`src/hw/rtl/mare_pkg.sv`:
```
// package for the moving average report-by-exception block: sizes, codes and types
`timescale 1ns / 1ps
`default_nettype none
package mare_pkg;

	localparam int STORAGE_SIZE = 16;
	localparam int IDX_W = (STORAGE_SIZE > 1) ? $clog2(STORAGE_SIZE) : 1;
	localparam int CNT_W = $clog2(STORAGE_SIZE + 1);
	localparam int VAL_W = 16;
	localparam int SUM_W = ((STORAGE_SIZE > 1) ? $clog2(STORAGE_SIZE) : 0) + VAL_W + 1;
	localparam int NUM_W = SUM_W;
	localparam int DEN_W = CNT_W + 1;
	localparam int DIVC_W = $clog2(NUM_W);
	localparam int THR_W = 16;
	localparam int REP_W = 23;
	localparam int MS_W = 10;
	localparam int NEED_W = REP_W + MS_W;
	localparam int TIME_W = 32;
	localparam int ADDR_W = 3;
	localparam int DATA_W = 32;

	localparam logic [MS_W-1:0] MS_PER_SECOND = 10'd1000;
	localparam logic [THR_W-1:0] THRESHOLD_RESET = 16'd1;
	localparam logic [REP_W-1:0] REPEAT_RESET = 23'd60;

	localparam logic REG_THRESHOLD = 1'b0;
	localparam logic REG_REPEAT = 1'b1;

	typedef enum logic [2:0] {
		ST_IDLE,
		ST_UPDATE,
		ST_PREP,
		ST_DIVIDE,
		ST_DECIDE
	} state_t;

	typedef struct packed {
		logic load;
		logic update;
		logic prep;
		logic step;
		logic decide;
	} ctrl_cmd_t;

	typedef struct packed {
		logic cnt_zero;
		logic div_last;
		logic out_free;
	} dp_status_t;

	function automatic logic [VAL_W:0] abs_diff(input logic signed [VAL_W-1:0] a,
			input logic signed [VAL_W-1:0] b);
		logic signed [VAL_W:0] d;
		d = (VAL_W+1)'(a) - (VAL_W+1)'(b);
		return (d < 0) ? (VAL_W+1)'(-d) : (VAL_W+1)'(d);
	endfunction

endpackage
`default_nettype wire

```
`src/hw/rtl/mare_ctrl.sv`:
```
// controller state machine sequencing window update, divide and publish decision
`timescale 1ns / 1ps
`default_nettype none
module mare_ctrl import mare_pkg::*; (
	input  wire logic       clk,
	input  wire logic       arst_n,
	input  wire logic       sample_valid,
	output logic            sample_stall,
	input  wire dp_status_t status,
	output ctrl_cmd_t       cmd
);

	state_t state_q;
	state_t state_next;

	always_ff @(posedge clk or negedge arst_n) begin
		if (!arst_n) begin
			state_q <= ST_IDLE;
		end else begin
			state_q <= state_next;
		end
	end

	always_comb begin
		state_next = state_q;
		unique case (state_q)
			ST_IDLE: begin
				if (sample_valid) state_next = ST_UPDATE;
			end
			ST_UPDATE: state_next = ST_PREP;
			ST_PREP: begin
				if (status.cnt_zero) state_next = ST_DECIDE;
				else state_next = ST_DIVIDE;
			end
			ST_DIVIDE: begin
				if (status.div_last) state_next = ST_DECIDE;
			end
			ST_DECIDE: begin
				if (status.out_free) state_next = ST_IDLE;
			end
			default: state_next = ST_IDLE;
		endcase
	end

	always_comb begin
		cmd = '0;
		sample_stall = 1'b1;
		unique case (state_q)
			ST_IDLE: begin
				sample_stall = 1'b0;
				cmd.load = sample_valid;
			end
			ST_UPDATE: cmd.update = 1'b1;
			ST_PREP: cmd.prep = 1'b1;
			ST_DIVIDE: cmd.step = 1'b1;
			ST_DECIDE: cmd.decide = status.out_free;
			default: cmd = '0;
		endcase
	end

endmodule
`default_nettype wire

```
`src/hw/rtl/mare_datapath.sv`:
```
// datapath: sample window, running sum, serial divider, publish decision, result register
`timescale 1ns / 1ps
`default_nettype none
module mare_datapath import mare_pkg::*; (
	input  wire logic                    clk,
	input  wire logic                    arst_n,
	input  wire ctrl_cmd_t               cmd,
	output dp_status_t                   status,
	input  wire logic [THR_W-1:0]        threshold,
	input  wire logic [REP_W-1:0]        repeat_seconds,
	input  wire logic                    sample_ok,
	input  wire logic signed [VAL_W-1:0] sample_value,
	input  wire logic [TIME_W-1:0]       now_ms,
	output logic                         result_valid,
	input  wire logic                    result_stall,
	output logic                         publish,
	output logic                         last_ok,
	output logic signed [VAL_W-1:0]      last_value,
	output logic                         average_ok,
	output logic signed [VAL_W-1:0]      average_value
);

	logic                    ent_ok_q [STORAGE_SIZE];
	logic signed [VAL_W-1:0] ent_val_q [STORAGE_SIZE];
	logic [IDX_W-1:0]        wp_q;
	logic signed [SUM_W-1:0] sum_q;
	logic [CNT_W-1:0]        cnt_q;

	logic                    smp_ok_q;
	logic signed [VAL_W-1:0] smp_val_q;
	logic [TIME_W-1:0]       smp_now_q;
	logic [NEED_W-1:0]       need_q;

	logic [NUM_W-1:0]        num_q;
	logic [DEN_W-1:0]        rem_q;
	logic [DEN_W-1:0]        den_q;
	logic                    neg_q;
	logic [DIVC_W-1:0]       div_cnt_q;

	logic                    pub_last_ok_q;
	logic signed [VAL_W-1:0] pub_last_val_q;
	logic signed [VAL_W-1:0] pub_avg_val_q;
	logic [TIME_W-1:0]       pub_time_q;

	logic                    out_valid_q;
	logic                    out_pub_q;
	logic                    out_ok_q;
	logic signed [VAL_W-1:0] out_val_q;
	logic                    out_avg_ok_q;
	logic signed [VAL_W-1:0] out_avg_val_q;

	// window update
	logic [IDX_W-1:0]        wp_next;
	logic                    old_ok;
	logic signed [VAL_W-1:0] old_val;
	logic signed [SUM_W-1:0] sum_next;
	logic [CNT_W-1:0]        cnt_next;

	always_comb begin
		if (wp_q == IDX_W'(STORAGE_SIZE - 1)) wp_next = '0;
		else wp_next = wp_q + IDX_W'(1);
		old_ok = ent_ok_q[wp_next];
		old_val = ent_val_q[wp_next];
		sum_next = sum_q;
		cnt_next = cnt_q;
		if (old_ok) begin
			sum_next = sum_next - SUM_W'(old_val);
			cnt_next = cnt_next - CNT_W'(1);
		end
		if (smp_ok_q) begin
			sum_next = sum_next + SUM_W'(smp_val_q);
			cnt_next = cnt_next + CNT_W'(1);
		end
	end

	// divider set-up and step
	logic [NUM_W-1:0] mag;
	logic [NUM_W-1:0] num_init;
	logic [DEN_W:0]   trial;
	logic             ge;
	logic [DEN_W:0]   rem_sub;

	always_comb begin
		mag = (sum_q < 0) ? NUM_W'(-sum_q) : NUM_W'(sum_q);
		num_init = {mag[NUM_W-2:0], 1'b0} + NUM_W'(cnt_q);
		trial = {rem_q, num_q[NUM_W-1]};
		ge = trial >= {1'b0, den_q};
		rem_sub = trial - {1'b0, den_q};
	end

	// publish decision
	logic                    avg_ok;
	logic [VAL_W-1:0]        q_mag;
	logic signed [VAL_W-1:0] avg_val;
	logic [TIME_W-1:0]       delta;
	logic                    pub;

	always_comb begin
		avg_ok = cnt_q != '0;
		q_mag = num_q[VAL_W-1:0];
		if (!avg_ok) avg_val = '0;
		else if (neg_q) avg_val = -q_mag;
		else avg_val = q_mag;
		delta = smp_now_q - pub_time_q;
		pub = 1'b0;
		if (!smp_ok_q) begin
			pub = 1'b0;
		end else if (!pub_last_ok_q) begin
			pub = 1'b1;
		end else if (pub_last_val_q == smp_val_q) begin
			pub = {1'b0, delta} >= need_q;
		end else if (abs_diff(pub_last_val_q, smp_val_q) >= {1'b0, threshold}) begin
			pub = 1'b1;
		end else if (avg_ok && abs_diff(pub_avg_val_q, avg_val) >= {1'b0, threshold}) begin
			pub = 1'b1;
		end else if (avg_ok && avg_val == smp_val_q) begin
			pub = 1'b1;
		end
	end

	always_ff @(posedge clk or negedge arst_n) begin
		if (!arst_n) begin
			for (int i = 0; i < STORAGE_SIZE; i++) ent_ok_q[i] <= 1'b0;
			wp_q <= '0;
			sum_q <= '0;
			cnt_q <= '0;
			pub_last_ok_q <= 1'b0;
			pub_last_val_q <= '0;
			pub_avg_val_q <= '0;
			pub_time_q <= '0;
			out_valid_q <= 1'b0;
		end else begin
			if (cmd.update) begin
				ent_ok_q[wp_next] <= smp_ok_q;
				wp_q <= wp_next;
				sum_q <= sum_next;
				cnt_q <= cnt_next;
			end
			if (cmd.decide && pub) begin
				pub_last_ok_q <= smp_ok_q;
				pub_last_val_q <= smp_val_q;
				pub_avg_val_q <= avg_val;
				pub_time_q <= smp_now_q;
			end
			if (cmd.decide) out_valid_q <= 1'b1;
			else if (!result_stall) out_valid_q <= 1'b0;
		end
	end

	always_ff @(posedge clk) begin
		if (cmd.load) begin
			smp_ok_q <= sample_ok;
			smp_val_q <= sample_ok ? sample_value : '0;
			smp_now_q <= now_ms;
		end
		if (cmd.update) begin
			ent_val_q[wp_next] <= smp_val_q;
			need_q <= NEED_W'(repeat_seconds) * NEED_W'(MS_PER_SECOND);
		end
		if (cmd.prep) begin
			neg_q <= sum_q < 0;
			num_q <= num_init;
			rem_q <= '0;
			den_q <= {cnt_q, 1'b0};
			div_cnt_q <= DIVC_W'(NUM_W - 1);
		end
		if (cmd.step) begin
			num_q <= {num_q[NUM_W-2:0], ge};
			rem_q <= ge ? rem_sub[DEN_W-1:0] : trial[DEN_W-1:0];
			div_cnt_q <= div_cnt_q - DIVC_W'(1);
		end
		if (cmd.decide) begin
			out_pub_q <= pub;
			out_ok_q <= smp_ok_q;
			out_val_q <= smp_val_q;
			out_avg_ok_q <= avg_ok;
			out_avg_val_q <= avg_val;
		end
	end

	always_comb begin
		status.cnt_zero = cnt_q == '0;
		status.div_last = div_cnt_q == '0;
		status.out_free = !out_valid_q || !result_stall;
	end

	assign result_valid = out_valid_q;
	assign publish = out_pub_q;
	assign last_ok = out_ok_q;
	assign last_value = out_val_q;
	assign average_ok = out_avg_ok_q;
	assign average_value = out_avg_val_q;

endmodule
`default_nettype wire

```
`src/hw/rtl/moving_average_report_by_exception_core.sv`:
```
// top level: configuration registers, controller and datapath of the deadband averager
//
// usage
// - sample channel: sample_valid / sample_stall carry sample_ok, sample_value, now_ms;
//   a transaction completes on a clock edge with valid high and stall low
// - result channel: result_valid / result_stall carry publish, last_ok, last_value,
//   average_ok and average_value, one result per sample
// - configuration over the apb port: change threshold at 0x0, repeat seconds at 0x4;
//   write only while no sample is in flight
// - sequencing: each sample passes through the update, prep, divide and decide steps
//   before its result enters the output register; prep skips the divide step when the window
//   holds no valid samples. A new sample is taken only after the decide step; the bit-serial
//   divider for the rounded average gives one quotient bit per cycle, 21 bits
// - a finished result waits in the output register; the next sample is taken meanwhile,
//   and its result waits in the decide step until the held one is taken
// - reset clears the window, the running sum and count, the published record and
//   restores the threshold to 1 and the repeat time to 60 seconds
`timescale 1ns / 1ps
`default_nettype none
module moving_average_report_by_exception_core import mare_pkg::*; (
	input  wire logic                    clk,
	input  wire logic                    arst_n,
	input  wire logic                    psel,
	input  wire logic                    penable,
	input  wire logic                    pwrite,
	input  wire logic [ADDR_W-1:0]       paddr,
	input  wire logic [DATA_W-1:0]       pwdata,
	output logic [DATA_W-1:0]            prdata,
	output logic                         pready,
	input  wire logic                    sample_valid,
	output logic                         sample_stall,
	input  wire logic                    sample_ok,
	input  wire logic signed [VAL_W-1:0] sample_value,
	input  wire logic [TIME_W-1:0]       now_ms,
	output logic                         result_valid,
	input  wire logic                    result_stall,
	output logic                         publish,
	output logic                         last_ok,
	output logic signed [VAL_W-1:0]      last_value,
	output logic                         average_ok,
	output logic signed [VAL_W-1:0]      average_value
);

	logic [THR_W-1:0] thr_q;
	logic [REP_W-1:0] rep_q;
	logic             wr_en;
	ctrl_cmd_t        cmd;
	dp_status_t       status;

	assign pready = 1'b1;
	assign wr_en = psel && penable && pwrite;

	always_ff @(posedge clk or negedge arst_n) begin
		if (!arst_n) begin
			thr_q <= THRESHOLD_RESET;
			rep_q <= REPEAT_RESET;
		end else if (wr_en) begin
			unique case (paddr[2])
				REG_THRESHOLD: thr_q <= pwdata[THR_W-1:0];
				REG_REPEAT: rep_q <= pwdata[REP_W-1:0];
				default: ;
			endcase
		end
	end

	always_comb begin
		unique case (paddr[2])
			REG_THRESHOLD: prdata = DATA_W'(thr_q);
			REG_REPEAT: prdata = DATA_W'(rep_q);
			default: prdata = '0;
		endcase
	end

	mare_ctrl u_ctrl (
		.clk          (clk),
		.arst_n       (arst_n),
		.sample_valid (sample_valid),
		.sample_stall (sample_stall),
		.status       (status),
		.cmd          (cmd)
	);

	mare_datapath u_datapath (
		.clk            (clk),
		.arst_n         (arst_n),
		.cmd            (cmd),
		.status         (status),
		.threshold      (thr_q),
		.repeat_seconds (rep_q),
		.sample_ok      (sample_ok),
		.sample_value   (sample_value),
		.now_ms         (now_ms),
		.result_valid   (result_valid),
		.result_stall   (result_stall),
		.publish        (publish),
		.last_ok        (last_ok),
		.last_value     (last_value),
		.average_ok     (average_ok),
		.average_value  (average_value)
	);

endmodule
`default_nettype wire

```
`config.mk`:
```
export PLATFORM = sky130hd
export DESIGN_NAME = moving_average_report_by_exception_core
export DESIGN_NICKNAME = d
export VERILOG_FILES = /design/src/hw/rtl/mare_pkg.sv /design/src/hw/rtl/mare_ctrl.sv /design/src/hw/rtl/mare_datapath.sv /design/src/hw/rtl/moving_average_report_by_exception_core.sv
export SDC_FILE = /design/constraint.sdc
export NUM_CORES = 1
export LEC_CHECK = 0
export BUFFER_PORTS_ARGS = -buffer_cell sky130_fd_sc_hd__buf_4
export CAP_MARGIN = 20
export CORE_ASPECT_RATIO = 0.75
export CORE_MARGIN = 10
export CORE_UTILIZATION = 55
export CTS_CLUSTER_SIZE = 24
export DETAILED_ROUTE_END_ITERATION = 8
export HOLD_SLACK_MARGIN = 0.15
export PLACE_DENSITY = 0.75
export SETUP_SLACK_MARGIN = 0.4
export SYNTH_ARGS = -nofsm -noshare
export SYNTH_HDL_FRONTEND = slang
export SYNTH_SLANG_ARGS = --single-unit
```
`constraint.sdc`:
```
create_clock -name clk -period 6.6 [get_ports clk]
set_input_delay 0.33 -clock clk [delete_from_list [all_inputs] [get_ports clk]]
set_output_delay 0.33 -clock clk [all_outputs]
set_load 0.02 [all_outputs]
```
==> results of run 1 <==
[cells by family after synthesis]
logic type	after synthesis
XOR/XNOR	206
buffers and inverters	282
adder cells (fa/ha/maj)	342
flip-flops	562
other	2
AND/OR/NAND/NOR	579
multiplexers	215
AO/OA/AOI/OAI	503
[cells in the mapped netlist, types with 24 or more instances]
cell	count	area [µm²]
nand2b_1	26	163
nor2_1	159	597
clkbuf_1	48	180
dfrtp_1	149	3730
a21oi_1	155	776
and2_1	31	194
ha_1	254	3180
a31oi_1	24	150
xor2_1	81	709
nor2b_1	30	188
inv_1	201	754
fa_1	88	1760
nor3_1	38	190
nand2_1	166	623
xnor2_1	124	1090
mux4_2	83	1870
mux2_4	60	901
o21ai_0	133	666
a21o_1	56	420
edfxtp_1	408	12300
mux2_2	65	732
nand3_1	28	140
[final timing paths]
| kind | from | to | slack (ns) | cells past startpoint |
|---|---|---|---|---|
| worst max register to register | u_datapath.num_q[2] | u_datapath.pub_time_q[19] | 0.07 | 35 |
| worst min-delay path | arst_n | rep_q[15] | 0.26 | 2 |
| min in group clk | penable | rep_q[19] | 0.37 | 4 |
| worst min register to register | u_datapath.pub_last_ok_q | u_datapath.pub_last_ok_q | 0.49 | 1 |
| max in group asynchronous | arst_n | u_ctrl.state_q[1] | 5.09 | 3 |
| worst max-delay path | u_datapath.num_q[2] | u_datapath.pub_time_q[19] | 0.07 | 35 |
[metal layers]
metal / global-route usage [%] / up-vias / wire length, µm
met2: 40.5 / 1324 / 43900
met1: 34.8 / 12135 / 38500
met4: 6.84 / 4 / 3010
met3: 6.09 / 226 / 10100
li1: - / 10628 / -
met5: 0 / - / 26
[sequential cells by signal, indices dropped and copies added, names as in the netlist, 21 cells and up]
register               flops
u_datapath.pub_time_q     32
rep_q                     23
u_datapath.ent_val_q     256
u_datapath.need_q         30
u_datapath.num_q          21
u_datapath.smp_now_q      32
u_datapath.sum_q          21
[metrics by stage]
stage / setup TNS (ns) / utilization [%] / setup slack (ns) / hold slack (ns) / instances
after floorplan: 0 / - / 0.417 / 0.0344 / 2699
after global placement: 0 / 59.7 / 0.103 / 0.363 / 3659
after detailed placement: -7.87 / 59.8 / -0.176 / 0.374 / 3660
after CTS: 0 / 66.0 / 0.426 / 0.276 / 3908
after global routing: 0 / 67.5 / 0.0220 / 0.305 / 3940
final: 0 / 67.5 / 0.0653 / 0.257 / 3940
[layout make-up]
cell class	count	area (µm²)	share of cell area, %
flip-flops and latches	562	16100	39.5
well taps	800	1000	2.45
repair buffers	415	3720	9.12
clock inverters	32	438	1.07
inverters	202	761	1.86
multi-input cells	1855	17300	42.3
clock buffers	74	1530	3.75
[what timing repair did]
action                     4_1_cts  5_1_grt
setup endpoints to repair       68       71
gates resized for setup         83      123
pin swaps                       30       50
gates cloned                     5        4
hold buffers                    91        0
hold endpoints to repair       149        0
buffers inserted                46       27
==> metrics.csv, run 1 <==
stage,metric,value,unit
sta,worst_pin_slew,0.988,ns
synthesis,synth_top_family_by_area,adder cells,
routing,viasPerCell,6.17,
routing,wl_per_cell,24.2,µm
floorplan,io_pins,161,
synthesis,synth_compound_area_share,9.32,%
clocking,cts_max_level,2,
placement,gp_congestion,0.918,
placement,place_hpwl,61900,µm
synthesis,synthArstFlopShare,27.4,%
synthesis,yosysUniqueCellTypes,84,
synthesis,synth_xor_xnor_area_share,5.39,%
global_routing,grt_overflow_total,0,
global_routing,grt_max_degree,62,
synthesis,synth-edff-count,408,
clocking,clkLatencyLatePin,0.66,ns
clocking,cts.clk_slew.worst_paths,0.07,ns
cells_and_area,fillCellCount,4056,
setup_path,crit_path_end_kind,register,
cells_and_area,drive_gt1_share,25.1,%
clocking,clock-sinks,562,
setup_path,start_kind,register,
sta,maxSlewHeadroom,32.4,%
synthesis,synth_area,33600,µm²
setup_path,critPathTopFamily,buffers and inverters,
synthesis,syn-instance-count,2691,
routing,vias,24317,
sta,rsz0062_at_grt,yes,
routing,first_pass_iters,6,
sta,drv_slew,0,
synthesis,synth_adder_area_share,14.7,%
placement,io_buffer_count,139,
sta,fin_crit,6.53,ns
floorplan,row_count,78,
setup_path,cp.arrival,7.03,ns
synthesis,muxShareOfSynthArea,10.6,%
routing,antenna_left,0,
clocking,root_buffer,clkbuf_16,
setup_path,required,7.09,ns
clocking,cts_buffer_depth,3,
cells_and_area,post-route-cell-area,40800,µm²
cells_and_area,nets,3525,
cells_and_area,antenna-diode-count,0,
routing,first_iter_violations,2735,
setup_path,crit_top_cell,buf_4,
synthesis,ys.flop_type,edfxtp_1,
synthesis,yosys_warnings,0,
synthesis,syn_avg_cell_area,12.5,µm²
sta,fmax,0.153,GHz
clocking,cts_tree,yes,
global_routing,grt_pass1_wl,141000,µm
placement,placed_area,36200,µm²
status,status,finished clean,
sta,setup_violations,0,
floorplan,die_x,305,µm
cells_and_area,mostFrequentLayoutCell,edfxtp_1,
global_routing,antenna_found_initial,4,
setup_path,critical_path_class,reg -> reg,
synthesis,ys_ff_latch,562,
global_routing,grt_usage,25.4,%
sta,finalHoldViolCount,0,
cells_and_area,final_cell_mix,"edfxtp_1, buf_4, ha_1, inv_1, nand2_1",
setup_path,cp_slowest_cell,edfxtp_1,
floorplan,start_util,55.5,%
floorplan,die_area,71500,µm²
sta,min_period_over_period,99.0,%
routing,wirelength,95500,µm
synthesis,ys_seq_area_share,47.9,%
setup_path,crit_fanout,8,
routing,drc,0,
global_routing,grt_pass1_vias,24133,
setup_path,critPathMaxStageDelay,0.56,ns
floorplan,coreArea,60500,µm²
flow_run,cap_violations,0,
synthesis,synthSimpleGateAreaFrac,8.41,%
setup_path,cp_num_buf_inv,19,
clocking,cts-buffers-inserted,56,
sta,clock_skew,0.0650,ns
floorplan,die_h,234,µm
worst_hold_path,worstHoldPathType,in -> async,
cells_and_area,areaGrowthSynthToFinish,21.5,%
Power of run 1 is left out: the tool's default activity adds up to more than one toggle a clock period on the data nets, which glitch-free logic cannot reach.
==> inputs of run 2 (changes only) <==
--- a/config.mk
+++ b/config.mk
@@ -7,13 +7,15 @@
 export LEC_CHECK = 0
 export BUFFER_PORTS_ARGS = -buffer_cell sky130_fd_sc_hd__buf_4
 export CAP_MARGIN = 20
+export CELL_PAD_IN_SITES_DETAIL_PLACEMENT = 0
+export CELL_PAD_IN_SITES_GLOBAL_PLACEMENT = 1
 export CORE_ASPECT_RATIO = 0.75
-export CORE_MARGIN = 10
-export CORE_UTILIZATION = 55
+export CORE_MARGIN = 2
+export CORE_UTILIZATION = 47
 export CTS_CLUSTER_SIZE = 24
 export DETAILED_ROUTE_END_ITERATION = 8
 export HOLD_SLACK_MARGIN = 0.15
-export PLACE_DENSITY = 0.75
+export PLACE_DENSITY_LB_ADDON = 0.1
 export SETUP_SLACK_MARGIN = 0.4
 export SYNTH_ARGS = -nofsm -noshare
 export SYNTH_HDL_FRONTEND = slang
==> run 2 against run 1 <==
Clock skew shrank 0.012 ns. Flip-flop and latch count is the same. Cell count grew 4.0%. Maximum frequency grew 5.9%. Cell area grew 0.22%. Critical path type unchanged. Largest cell class unchanged.
==> metrics.csv, run 2 (same netlist as run 1, synthesis figures left out) <==
stage,metric,value,unit,change
placement,place_hpwl,63800,µm,+3.0%
global_routing,antenna_found_initial,2,,-2
global_routing,grt_pass1_vias,22287,,-7.6%
sta,drv_slew,0,,unchanged
clocking,clkLatencyLatePin,0.66,ns,about the same
global_routing,grt_max_degree,58,,-6.5%
worst_hold_path,worstHoldPathType,in -> async,,
cells_and_area,drive_gt1_share,25.3,%,+0.28 points
routing,viasPerCell,5.59,,-9.4%
clocking,cts_max_level,2,,unchanged
setup_path,critPathMaxStageDelay,0.41,ns,-0.15 ns
floorplan,io_pins,161,,unchanged
sta,rsz0062_at_grt,yes,,
flow_run,cap_violations,0,,unchanged
sta,setup_violations,0,,unchanged
clocking,root_buffer,clkbuf_16,,
setup_path,critical_path_class,reg -> reg,,
sta,fin_crit,6.17,ns,-0.364 ns
global_routing,grt_usage,24.3,%,-1.1 points
global_routing,grt_overflow_total,0,,unchanged
routing,vias,22895,,-5.8%
setup_path,crit_path_end_kind,register,,
floorplan,coreArea,70400,µm²,+16%
routing,antenna_left,0,,unchanged
clocking,cts.clk_slew.worst_paths,0.06,ns,about the same
cells_and_area,reg_top3,"u_datapath.ent_val_q (256), u_datapath.pub_time_q (32), u_datapath.smp_now_q (32)",,
floorplan,die_area,73700,µm²,+3.1%
routing,wl_per_cell,22.1,µm,-8.9%
setup_path,start_kind,register,,
setup_path,cp_num_buf_inv,6,,-13
setup_path,crit_fanout,14,,+6
setup_path,crit_top_cell,buf_4,,
status,status,finished clean,,
setup_path,cp.arrival,6.71,ns,-0.32 ns
routing,first_iter_violations,1833,,-33%
sta,clock_skew,0.0528,ns,-0.0122 ns
clocking,cts_buffer_depth,3,,unchanged
floorplan,start_util,47.7,%,-7.8 points
floorplan,die_x,313,µm,+2.4%
routing,wirelength,90500,µm,-5.3%
global_routing,grt_pass1_wl,136000,µm,-3.8%
sta,min_period_over_period,93.5,%,-5.5 points
sta,setup-tns-final,0,ns,unchanged
sta,worst_pin_slew,1.03,ns,+0.0389 ns
cells_and_area,areaGrowthSynthToFinish,21.7,%,
setup_path,cp_slowest_cell,edfxtp_1,,
placement,gp_congestion,0.865,,-5.8%
routing,first_pass_iters,5,,-1
clocking,cts_tree,yes,,
sta,hold-worst-slack,0.202,ns,-0.0551 ns
cells_and_area,final_cell_mix,"edfxtp_1, buf_4, ha_1, inv_1, nand2_1",,
cells_and_area,top_register,u_datapath.ent_val_q,,
cells_and_area,nets,3533,,+0.23%
sta,fmax,0.162,GHz,+5.9%
cells_and_area,mostFrequentLayoutCell,edfxtp_1,,
sta,worst_slack,0.429,ns,+0.364 ns
sta,maxSlewHeadroom,31.2,%,-1.3 points
placement,dp_slack,-0.182,ns,-0.00525 ns
clocking,cts-buffers-inserted,57,,+1.8%
sta,finalHoldViolCount,0,,unchanged
setup_path,required,7.14,ns,+0.05 ns
clocking,clock-sinks,562,,unchanged
floorplan,die_h,236,µm,+0.64%
routing,drc,0,,unchanged
floorplan,row_count,84,,+7.7%
setup_path,critPathTopFamily,compound AO/OA/AOI/OAI gates,,
cells_and_area,largest_register_ffs,256,,unchanged
placement,io_buffer_count,139,,unchanged
[run 2: changes by cell type in the layout (fill, tap and decap cells not counted), sizes merged]
cell         change
buf             +17
bufinv           +1
clkbuf           -3
clkinv           +5
clkinvlp         -1
diode            +1
dlygate4sd3      -8
inv              -2
[run 2: layer usage]
| metal | vias to the layer above | routed length, µm | track usage, % |
|---|---|---|---|
| li1 | 10652 | - | - |
| met1 | 11407 | 45500 | 39.9 |
| met2 | 759 | 36100 | 32.5 |
| met3 | 75 | 7850 | 5.49 |
| met4 | 2 | 1130 | 4.13 |
| met5 | - | 13 | 0 |
[run 2: per-stage QoR]
stage                     instances  area (µm²)  utilization, %
after global placement         3847       36600            52.0
final                          4096       40900            58.1
after global routing           4095       40900            58.1
after floorplan                2699       33700               -
after CTS                      4066       40100            57.0
after detailed placement       3847       36600            52.0
[run 2: timing repair]
item	CTS	global route
pin swaps	21	61
setup buffers	23	26
hold buffers	83	0
resized for setup	68	121
gates cloned	5	3
endpoints found under the setup margin	68	72
endpoints found under the hold margin	139	0
[run 2: area by class of cell]
| cell class | count | area (µm²) |
|---|---|---|
| tap | 946 | 1180 |
| multi-input combinational | 1855 | 17100 |
| clock inverter | 35 | 467 |
| fill | 5770 | 29500 |
| timing repair buffer | 422 | 3700 |
| sequential | 562 | 16100 |
| inverter | 202 | 758 |
| antenna | 1 | 2.50 |
| clock buffer | 73 | 1550 |
[run 2: path summary, 6_finish.rpt]
kind / from / to / slack, ns / cells after the start
max: u_datapath.num_q[1] / u_datapath.pub_time_q[31] / 0.43 / 33
min: arst_n / u_datapath.pub_time_q[0] / 0.20 / 2
max reg2reg: u_datapath.num_q[1] / u_datapath.pub_time_q[31] / 0.43 / 33
min reg2reg: u_datapath.pub_last_ok_q / u_datapath.pub_last_ok_q / 0.50 / 1
max in group asynchronous: arst_n / u_datapath.pub_avg_val_q[6] / 5.03 / 3
min in group clk: penable / rep_q[17] / 0.37 / 4
[run 2: worst register-to-register path, delay by kind of cell (launching register included)]
family	cells	cell delay, ns
mux	2	0.65
flops	1	0.41
buf+inv	6	0.84
compound gates	15	2.57
fa+ha+maj	3	0.70
xor+xnor	1	0.28
simple gates	6	0.59
Power of run 2 is left out for the same reason.
